===== src/sv/pfla_pkg.sv =====
package pfla_pkg;

	// Pool geometry.
	localparam int NUM_PAGES = 1024;
	localparam int IDX_W     = $clog2(NUM_PAGES);
	localparam int PAGE_W    = $clog2(NUM_PAGES + 1);

	// Field widths.
	localparam int ADDR_W   = 32;
	localparam int SHIFT_W  = 5;
	localparam int STATUS_W = 2;
	localparam int COUNT_W  = 11;
	localparam int M_DATA_W = 48;

	// Configuration register indexes.
	localparam logic REG_BASE_ADDRESS = 1'b0;
	localparam logic REG_PAGE_SHIFT   = 1'b1;

	// Reset values of the configuration registers.
	localparam logic [ADDR_W-1:0]  BASE_RESET  = '0;
	localparam logic [SHIFT_W-1:0] SHIFT_RESET = SHIFT_W'(12);

	// Operation codes.
	localparam logic OP_ALLOC  = 1'b0;
	localparam logic OP_RETURN = 1'b1;

	// Result status codes.
	localparam logic [STATUS_W-1:0] STAT_OK    = 2'd0;
	localparam logic [STATUS_W-1:0] STAT_EMPTY = 2'd1;
	localparam logic [STATUS_W-1:0] STAT_FULL  = 2'd2;
	localparam logic [STATUS_W-1:0] STAT_RANGE = 2'd3;

	// Controller to datapath commands.
	typedef struct packed {
		logic clear_en;
		logic capture;
		logic commit;
	} dp_cmd_t;

	// Datapath to controller status.
	typedef struct packed {
		logic clear_last;
	} dp_sts_t;

endpackage


===== src/sv/pfla_ctrl.sv =====
module pfla_ctrl (
	input  logic              clk,
	input  logic              arst_n,
	input  logic              s_tvalid,
	output logic              s_tready,
	output logic              m_tvalid,
	input  logic              m_tready,
	input  pfla_pkg::dp_sts_t sts,
	output pfla_pkg::dp_cmd_t cmd
);
	import pfla_pkg::*;

	localparam logic [1:0] ST_INIT = 2'd0;
	localparam logic [1:0] ST_IDLE = 2'd1;
	localparam logic [1:0] ST_EXEC = 2'd2;

	logic [1:0] state_q;
	logic [1:0] state_d;
	logic       out_valid_q;
	logic       slot_free;

	// The result register can take a new result when empty or being drained.
	assign slot_free = !out_valid_q || m_tready;
	assign s_tready  = (state_q == ST_IDLE);
	assign m_tvalid  = out_valid_q;

	always_comb begin
		cmd      = '0;
		state_d  = state_q;
		case (state_q)
			ST_INIT: begin
				cmd.clear_en = 1'b1;
				if (sts.clear_last) begin
					state_d = ST_IDLE;
				end
			end
			ST_IDLE: begin
				if (s_tvalid) begin
					cmd.capture = 1'b1;
					state_d     = ST_EXEC;
				end
			end
			ST_EXEC: begin
				if (slot_free) begin
					cmd.commit = 1'b1;
					state_d    = ST_IDLE;
				end
			end
			default: begin
				state_d = ST_IDLE;
			end
		endcase
	end

	always_ff @(posedge clk or negedge arst_n) begin
		if (!arst_n) begin
			state_q     <= ST_INIT;
			out_valid_q <= 1'b0;
		end else begin
			state_q <= state_d;
			if (cmd.commit) begin
				out_valid_q <= 1'b1;
			end else if (m_tready) begin
				out_valid_q <= 1'b0;
			end
		end
	end

	a_commit_gives_result: assert property (@(posedge clk) disable iff (!arst_n)
		cmd.commit |=> m_tvalid)
		else $error("commit did not load the result register");

	a_no_overwrite: assert property (@(posedge clk) disable iff (!arst_n)
		(out_valid_q && !m_tready) |-> !cmd.commit)
		else $error("pending result overwritten");

	a_capture_then_exec: assert property (@(posedge clk) disable iff (!arst_n)
		cmd.capture |=> (state_q == ST_EXEC))
		else $error("captured request not executed");

endmodule


===== config.mk =====
export PLATFORM = sky130hd
export DESIGN_NAME = pfla_ctrl
export DESIGN_NICKNAME = d
export VERILOG_FILES = /design/src/sv/pfla_pkg.sv /design/src/sv/pfla_ctrl.sv
export SDC_FILE = /design/constraint.sdc
export NUM_CORES = 1
export LEC_CHECK = 0
export BUFFER_PORTS_ARGS = -buffer_cell sky130_fd_sc_hd__buf_2
export CAP_MARGIN = 20
export CORE_AREA = 2 2 39 41
export DETAILED_ROUTE_END_ITERATION = 12
export DIE_AREA = 0 0 41 43
export PLACE_DENSITY = 0.43
export SLEW_MARGIN = 25
export SYNTH_ARGS = -nofsm -noshare
export SYNTH_HDL_FRONTEND = slang
export SYNTH_SLANG_ARGS = --single-unit

===== constraint.sdc =====
create_clock -name clk -period 0.9 [get_ports clk]
set_input_delay 0.18 -clock clk [delete_from_list [all_inputs] [get_ports clk]]
set_output_delay 0.18 -clock clk [all_outputs]
set_load 0.03 [all_outputs]

==> results.md, run 1 <==
* Outcome: finished, violations left
* Failing checks: setup timing
* First-pass GRT wire length at 724 um
* WP data required at ~0.7 ns
* Period utilization at 1.40
* Mapped Nets at 19
* IO Port Bufs at 9
* CP arrival at between 1 and 1.5 ns
* Placed cell area at about 220 um^2
* CP max FO at 5
* CP Capture Type: primary output
* Die area at 1760 um^2
* Clock buffer count from CTS at 3
* Clock Skews at 0.000962 ns
* Final Hold Viols at 0
* Share of power burned in the clock network at 0.198
* Internal power at 730 uW
* Max-slew violations at 0
* Via/cell ratio at 3.64
* HP Class: in -> reg
* LEAKAGE at 0.168 nW
* Pwr dens at ~3700 nW/um^2
* Clock-pin slew on the worst setup and hold paths at 0.04 ns
* Switch share at 0.397
* Routability Congestion at 0.606
* I/O pin cnt at 10
* Clk Latency, worst-skew pair at 0.23 ns
* Antenna-violating nets left at 0
* Clock tree from TritonCTS: built
* Congestion Overflow GR at 0
* Post-synthesis register bit count at 3
* Total number of vias at roughly 170
* Worst setup margin at -0.356 ns
* Setup WS pre-CTS at -0.196 ns
* Mean post-synth cell area at 10.5 um^2
* Library cells used by synthesis at 10
* Final net count at 37
* Synth Area in Compound Gates at 0
* Synthesis Warnings at 0
* Max Clk Rate at 796 MHz
* Fraction of layout instances using a drive strength above 1 at 0.742
* Die Y at 43 um
* Setup violations, final at 7
* Sequential share of the synthesized area at 0.508
* Power Total at 1.21 mW
* Fin area at 328 um^2
* Starting Density at 0.107
* Shortest period the worst path allows at 1.26 ns
* Post-synthesis mux area share at 0
* Area Growth Syn to Fin at 122%
* Pin count of the biggest net entering global routing at 6
* P_sw at 480 uW
* Initial drt markers at 0
* RSZ-0062 raised after global routing: yes
* Root Buffer: clkbuf_4
* Syn Inst Count at 14
* Crit Path Category: reg -> out
* Clk buf depth at 2
* Comb pwr share at 0.569
* Antenna Cells at 0
* Worst ir drop on vdd at 0.819 mV
* Adder-cell area share of the yosys netlist at 0
* Sequential share of power at 0.232
* Average wire per standard cell at between 10 and 15 um
* # DRC at 0
* 1st-pass router iterations at 1
* CP startpoint kind: flip-flop
* Commonest non-fill, non-tap cell in the layout: buf_6
* Gr usage total at 0.0675
* Worst r2r src: state_q[1]
* Synth Cell Area at roughly 150 um^2
* Core Region at around 1400 um^2
* Vias in the first global route at between 150 and 200
* Largest family of logic cells by synthesized area: simple AND/OR/NAND/NOR gates
* Row count at 14
* Initial antenna violation count at 0
* Die X at 41 um
* Simple-gate share of the synthesized area at 0.492
* CTS sink count at 3
* Maxcap violations at 0
* Critical path origin: state_q[1]
* Maximum level of the CTS H-tree at 1
* Xor and xnor area share after synthesis at 0
* Slew headroom at 0.859
* Final wirelength at 483 um
* Most frequent cells in the layout: 5 x buf_6, 4 x buf_2, 3 x clkbuf_4, 3 x dfrtp_2, 3 x buf_4
* Worst-margin pin slew at 0.210 ns
* Hold path start: sts
[final timing paths]
| path | depth (start not counted) | slack [ns] | to |
|---|---|---|---|
| setup / recovery | 2 | -0.36 | cmd[1] |
| hold / removal | 3 | 0.22 | state_q[0] |
| setup reg to reg | 3 | -0.23 | state_q[1] |
| hold reg to reg | 2 | 0.54 | m_tvalid |
| max in group asynchronous | 2 | 0.50 | m_tvalid |
| min in group asynchronous | 2 | 0.28 | state_q[1] |
[final cells by class]
type / instances / area [um^2]
flip-flops and latches: 3 / 78.8
repair buffers: 13 / 109
multi-input cells: 11 / 93.8
clock buffers: 4 / 26.3
well taps: 16 / 20.0
fillers: 159 / 1060
[through the flow]
stage          setup TNS [ns]  cells   util  hold slack, ns
2_1_floorplan          -0.346     14      -          -0.116
3_3_place_gp           -0.433     39  0.161         -0.0231
3_5_place_dp           -0.499     39  0.161         -0.0228
4_1_cts                 -1.64     47  0.230           0.222
5_1_grt                 -1.92     47  0.237           0.235
6_report                -1.66     47  0.237           0.218
[state kept, by name, indices dropped and copies added (netlist names)]
register  count
m_tvalid      1
state_q       2
[worst max-delay path, stage by stage (launching register included)]
cell	delay, ns
dfrtp_2	0.43
and3b_2	0.27
buf_6	0.13
[metal layers]
| layer | GRT usage | wire (um) |
|---|---|---|
| met5 | 0 | 0 |
| met4 | 0.0800 | 17 |
| met3 | 0.0314 | 57 |
| met2 | 0.0750 | 195 |
| met1 | 0.0814 | 212 |
[timing repair]
action / 4_1_cts / 5_1_grt
gates resized for setup: 11 / 3
setup endpoints to repair: 7 / 7
setup buffers: 3 / 1
pin swaps: 0 / 3
cloned: 0 / 0
hold endpoints to repair: 3 / 0
hold buffers: 1 / 0
[cells in the mapped netlist]
master,count,area [um^2]
dfrtp_1,3,75.1
nand2b_1,2,12.5
nor3_1,2,10.0
and2b_2,1,8.76
and3b_1,1,8.76
and4bb_1,1,12.5
nand2_1,1,3.75
nor2_1,1,3.75
nor2b_1,1,6.26
or2_1,1,6.26
[kinds of logic after synthesis]
logic type,count (synthesis)
DFF,3
and+or+nand+nor,11
[power groups by stage]
stage,Combinational [mW],Clock [mW],Sequential [mW]
4_1_cts,0.667,0.250,0.271
6_report,0.689,0.240,0.281
3_3_place_gp,0.447,0,0.254
3_5_place_dp,0.453,0,0.259
5_1_grt,0.729,0.261,0.298
2_1_floorplan,0.301,0,0.283
Power figures use the tool's default switching activity.
==> run 2: changes to the inputs <==
PLACE_DENSITY = 0.42   (was 0.43)
clock period = 1.6 ns   (was 0.9 ns; I/O delays follow)
==> run 2 against run 1 <==
  * The run now ends clean
  * Clock power decreased by 45%
  * Via count decreased by 19%
  * Global-route usage decreased by 0.63 points
  * Wire length decreased by 22%
  * Combinational power decreased by 65%
  * Cell area decreased by 24%
  * Sequential power decreased by 50%
  * Register-to-register slack improved by 0.86 ns
==> results.md, run 2 (synthesis results as in run 1) <==
* CP startpoint kind: flip-flop
* Final net count at 34 (-8.1%)
* CP max FO at 6 (+1)
* Crit Path Category: reg -> out
* Row count at 14 (unchanged)
* Final wirelength at 376 um (-22%)
* Shortest period the worst path allows at 1.45 ns
* Initial antenna violation count at 0 (unchanged)
* Power Total at 516 uW (-57%)
* Slew headroom at 0.900 (+0.0403)
* RSZ-0062 raised after global routing: no
* Congestion Overflow GR at 0 (unchanged)
* Commonest non-fill, non-tap cell in the layout: buf_2
* Placed cell area at 213 um^2 (-4.5%)
* HP Class: in -> reg
* Setup violations, final at 0 (-7)
* Clock-pin slew on the worst setup and hold paths at 0.04 ns (about the same)
* Worst setup margin at 0.149 ns (+0.505 ns)
* Largest Register: state_q
* Critical Path Max Stage Delay at 0.41 ns (-0.02 ns)
* Post-CTS Setup Bufs at 0 (-3)
* Gr usage total at 0.0612 (-0.00630)
* Max FFs per register at 2 (unchanged)
* Setup WS pre-CTS at 0.391 ns (+0.587 ns)
* Hold Crit Depth at 3 (unchanged)
* IO Port Bufs at 9 (unchanged)
* DP HPWL at between 300 and 400 um
* Clk buf depth at 2 (unchanged)
* Hold_buf cts at 1 (unchanged)
* Outcome: finished clean
* Pin count of the biggest net entering global routing at 7 (+1)
* Critical Path, Cell by Cell: and3b_1, buf_2
* Total number of vias at 139 (-19%)
* Placed cells at 39 (unchanged)
* Period utilization at 0.907
* First-pass GRT wire length at 586 um (-19%)
* Final Hold Viols at 0 (unchanged)
* Fin area at 249 um^2 (-24%)
* Worst ir drop on vdd at 0.290 mV (-65%)
* Average wire per standard cell at 8.55 um (-17%)
* Most frequent cells in the layout: 9 x buf_2, 3 x clkbuf_4, 3 x dfrtp_1
* Routability Congestion at 0.622 (+2.6%)
* Via/cell ratio at 3.16 (-13%)
* Worst-margin pin slew at 0.149 ns (-0.0600 ns)
* Area Growth Syn to Fin at 68.6%
* Setup TNS at 0 ns (+1.66 ns)
* Pwr dens at 2070 nW/um^2 (-44%)
* Die X at 41 um (unchanged)
* Die area at 1760 um^2 (unchanged)
* Root Buffer: clkbuf_4
* Finished Layout Cells at 44 (-6.4%)
* Initial drt markers at 1 (+1)
* # DRC at 0 (unchanged)
* Antenna-violating nets left at 0 (unchanged)
* CP Capture Type: primary output
* CP max-delay cell: dfrtp_1
* Die Y at 43 um (unchanged)
* Starting Density at 0.107 (unchanged)
* Core Region at 1380 um^2 (unchanged)
* Reg2Reg Depth at 2 (-1)
* Maxcap violations at 0 (unchanged)
* Antenna Cells at 0 (unchanged)
* Vias in the first global route at 166 (-7.3%)
* Max-slew violations at 0 (unchanged)
* Fraction of layout instances using a drive strength above 1 at 0.464 (-0.278)
* Clock buffer count from CTS at 3 (unchanged)
* Clock Skews at 0.00324 ns (+0.00228 ns)
* I/O pin cnt at 10 (unchanged)
* CP top delay family: flip-flops
* Clock tree from TritonCTS: built
* Maximum level of the CTS H-tree at 1 (unchanged)
* 1st-pass router iterations at 2 (+1)
* CP arrival at 1.13 ns (+0.05 ns)
* LEAKAGE at 0.133 nW (-21%)
* WP data required at 1.28 ns (+0.56 ns)
* CTS sink count at 3 (unchanged)
* Fillers at 160 (+0.63%)
* Fin util at 0.180 (-0.0570)
* Worst path depth at 2 (unchanged)
* Buf+Inv Stages, Crit Path at 1 (unchanged)
* Hold WS at 0.370 ns (+0.152 ns)
* Post-CTS sizing at 0 (-11)
* Clk Latency, worst-skew pair at 0.23 ns (about the same)
* Max Clk Rate at roughly 690 MHz
run 2: cell count changes in the layout (fill, tap and decap cells not counted), moves of 3 or more:
cell,before,now
dfrtp_2,3,0
buf_6,5,0
buf_2,4,9
dfrtp_1,0,3
buf_4,3,0
run 2: area by class of cell:
class                           instances  area, um^2  share of cell area
Multi-Input combinational cell         11        72.6               0.291
Timing Repair Buffer                   10        55.1               0.221
Sequential cell                         3        75.1               0.302
Tap cell                               16        20.0              0.0804
Clock buffer                            4        26.3               0.106
run 2: final timing paths:
path	startpoint	endpoint	slack (ns)
worst min-delay path	m_tready	m_tvalid	0.37
max in group asynchronous	arst_n	state_q[0]	1.07
worst max-delay path	state_q[1]	cmd[1]	0.15
worst max register to register	state_q[1]	state_q[1]	0.63
worst min register to register	m_tvalid	m_tvalid	0.51
min in group asynchronous	arst_n	m_tvalid	0.42
run 2: layer usage:
layer / share of wire / vias to the layer above / wire, um / GRT usage
met4: 0 / 0 / 0 / 0.0800
met5: 0 / - / 0 / 0
met3: 0.15 / 0 / 57 / 0.0628
met1: 0.46 / 56 / 174 / 0.0579
met2: 0.39 / 9 / 145 / 0.0594
li1: - / 74 / - / -
run 2: power by group:
group	switching [mW]	leakage, nW	internal (mW)
combinational	0.157	0.0808	0.0860
clock	0.0383	0.0150	0.0934
sequential	0.0332	0.0370	0.108
total	0.228	0.133	0.288
run 2: worst register-to-register path, delay by kind of cell (launching register included):
| family | cells | cell delay, ns |
|---|---|---|
| AND/OR/NAND/NOR | 2 | 0.46 |
| flip-flops | 1 | 0.40 |
==> run 3: changes to the inputs <==
CELL_PAD_IN_SITES_DETAIL_PLACEMENT = 1   (was unset)
CELL_PAD_IN_SITES_GLOBAL_PLACEMENT = 2   (was unset)
PLACE_DENSITY = 0.57   (was 0.42)
==> run 3 against run 2 <==
  * Total power increased by 2.5%
  * Combinational power about the same
  * Sequential share of layout area unchanged
  * Non-clock buffer count unchanged
  * Wire length increased by 18%
  * Fmax decreased by 0.87%
  * Worst hold slack got worse by 0.0099 ns
  * Global-route usage increased by 0.82 points
  * Clock skew increased by 0.0032 ns
  * Largest cell class unchanged
  * Highest routed layer is now met4
==> results.md, run 3 (synthesis results as in run 1) <==
* Outcome: finished clean
* Switch share at 0.456 (+0.0132)
* Reg2Reg Depth at 2 (unchanged)
* Share of power burned in the clock network at 0.262 (+0.007)
* Maximum level of the CTS H-tree at 1 (unchanged)
* I/O pin cnt at 10 (unchanged)
* HP Class: in -> reg
* Final wirelength at 445 um (+18%)
* Critical path origin: state_q[0]
* Via/cell ratio at 3.45 (+9.4%)
* Reg2Reg Capture Point: state_q[1]
* Hold Crit Depth at 3 (unchanged)
* Final Hold Viols at 0 (unchanged)
* Clock-pin slew on the worst setup and hold paths at 0.04 ns (about the same)
* Final net count at 34 (unchanged)
* First-pass GRT wire length at 710 um (+21%)
* DP HPWL at 316 um (+0.99%)
* Congestion Overflow GR at 0 (unchanged)
* CP max-delay cell: dfrtp_1
* Gr usage total at 0.0694 (+0.00817)
* Initial antenna violation count at 0 (unchanged)
* Antenna Cells at 0 (unchanged)
* Starting Density at 0.107 (unchanged)
* Max-slew violations at 0 (unchanged)
* Clk buf depth at 2 (unchanged)
* Worst r2r src: state_q[1]
* LEAKAGE at 0.133 nW (unchanged)
* Max Clk Rate at 683 MHz (-0.87%)
* Worst ir drop on vdd at 0.627 mV (+120%)
* Root Buffer: clkbuf_4
* Clock tree from TritonCTS: built
* Crit Path Category: reg -> out
* Worst path depth at 3 (+1)
* CTS sink count at 3 (unchanged)
* # DRC at 0 (unchanged)
* Row count at 14 (unchanged)
* Worst setup margin at 0.136 ns (-0.0127 ns)
* Clk Latency, worst-skew pair at 0.24 ns (about the same)
* CP Capture Type: primary output
* Hold WS at 0.360 ns (-0.00985 ns)
* Die Y at 43 um (unchanged)
* Core Region at 1380 um^2 (unchanged)
* Flop2flop setup slack at 0.63 ns (about the same)
* Largest Register: state_q
* WP data required at 1.28 ns (about the same)
* CP arrival at 1.14 ns (about the same)
* 1st-pass router iterations at 2 (unchanged)
* Setup violations, final at 0 (unchanged)
* Register Area at 75.1 um^2 (unchanged)
* Commonest non-fill, non-tap cell in the layout: buf_2
* Fraction of layout instances using a drive strength above 1 at 0.464 (unchanged)
* Comb pwr share at 0.460 (-0.011)
* Internal power at 288 uW (+0.11%)
* Sequential share of power at 0.278 (+0.004)
* Post-CTS Setup Bufs at 0 (unchanged)
* Clock buffer count from CTS at 3 (unchanged)
* Shortest period the worst path allows at 1.46 ns (+0.0127 ns)
* Setup WS pre-CTS at 0.386 ns (-0.00444 ns)
* Hold path start: m_tready
* Critical Path Max Stage Delay at 0.41 ns (about the same)
* Slew headroom at 0.893 (-0.00695)
* Average wire per standard cell at 10.1 um (+18%)
* Initial drt markers at 2 (+1)
* Vias in the first global route at 168 (+1.2%)
* CP top delay family: flip-flops
* Die X at 41 um (unchanged)
* Die area at 1760 um^2 (unchanged)
* Buf+Inv Stages, Crit Path at 1 (unchanged)
* Antenna-violating nets left at 0 (unchanged)
* Clock Skews at 0.00642 ns (+0.00318 ns)
* Pin count of the biggest net entering global routing at 7 (unchanged)
* Area Growth Syn to Fin at 68.6% (unchanged)
* Routability Congestion at 0.534 (-14%)
* Maxcap violations at 0 (unchanged)
* Multi-input logic area at 72.6 um^2 (unchanged)
* Most frequent cells in the layout: 9 x buf_2, 3 x clkbuf_4, 3 x dfrtp_1
* RSZ-0062 raised after global routing: no
* Worst-margin pin slew at 0.160 ns (+0.0103 ns)
* Fillers at 172 (+7.5%)
* Max FFs per register at 2 (unchanged)
* Total number of vias at 152 (+9.4%)
* CP startpoint kind: flip-flop
* Hold EP: m_tvalid
* IO Port Bufs at 9 (unchanged)
* Critical Path, Cell by Cell: nand2b_1, nor2b_1, buf_2
* CP max FO at 6 (unchanged)
* Pwr dens at 2130 nW/um^2 (+2.5%)
* Period utilization at 0.915 (+0.00792)
* P_sw at 241 uW (+5.6%)
* Setup TNS at 0 ns (unchanged)
-- run 3: cell type report --
cell class | count | area share
sequential | 3 | 0.302
multi-input combinational | 11 | 0.291
timing repair buffer | 10 | 0.221
clock buffer | 4 | 0.106
tap | 16 | 0.0804
-- run 3: through the flow --
stage               cell area, um^2  utilization  std cells  power (mW)
finish                          249        0.180         44       0.529
global route                    249        0.180         44       0.578
CTS                             249        0.180         44       0.540
detailed placement              213        0.154         39       0.390
global placement                213        0.154         39       0.379
floorplan                       148            -         14       0.314
-- run 3: what timing repair did --
action                                  CTS  global route
endpoints found under the hold margin     3             0
hold buffers                              1             0
endpoints found under the setup margin    0             0
gates resized for setup                   0             0
-- run 3: how the worst max path moves through the flow --
stage	end	slack (ns)
2_1_floorplan	cmd[0]	0.21
3_3_place_gp	cmd[0]	0.41
3_5_place_dp	cmd[0]	0.39
4_1_cts	cmd[0]	0.12
5_1_grt	cmd[0]	0.02
6_report	cmd[0]	0.14
-- run 3: power groups by stage --
stage	logic [mW]	clock network [mW]	registers (mW)
after global placement	0.239	0	0.140
after global routing	0.263	0.157	0.158
after detailed placement	0.243	0	0.147
after CTS	0.246	0.145	0.149
final	0.243	0.139	0.147
after floorplan	0.158	0	0.157
-- run 3: layer usage --
| metal | GRT usage | vias up | share of wire |
|---|---|---|---|
| met5 | 0 | - | 0 |
| met1 | 0.0777 | 63 | 0.47 |
| li1 | - | 74 | - |
| met4 | 0.0600 | 0 | 0.034 |
| met2 | 0.0844 | 13 | 0.35 |
| met3 | 0.0471 | 2 | 0.14 |
-- run 3: worst min-delay path: stages --
cell and delay, ns:
buf_2 0.09, nand2b_1 0.10, nand2_1 0.05
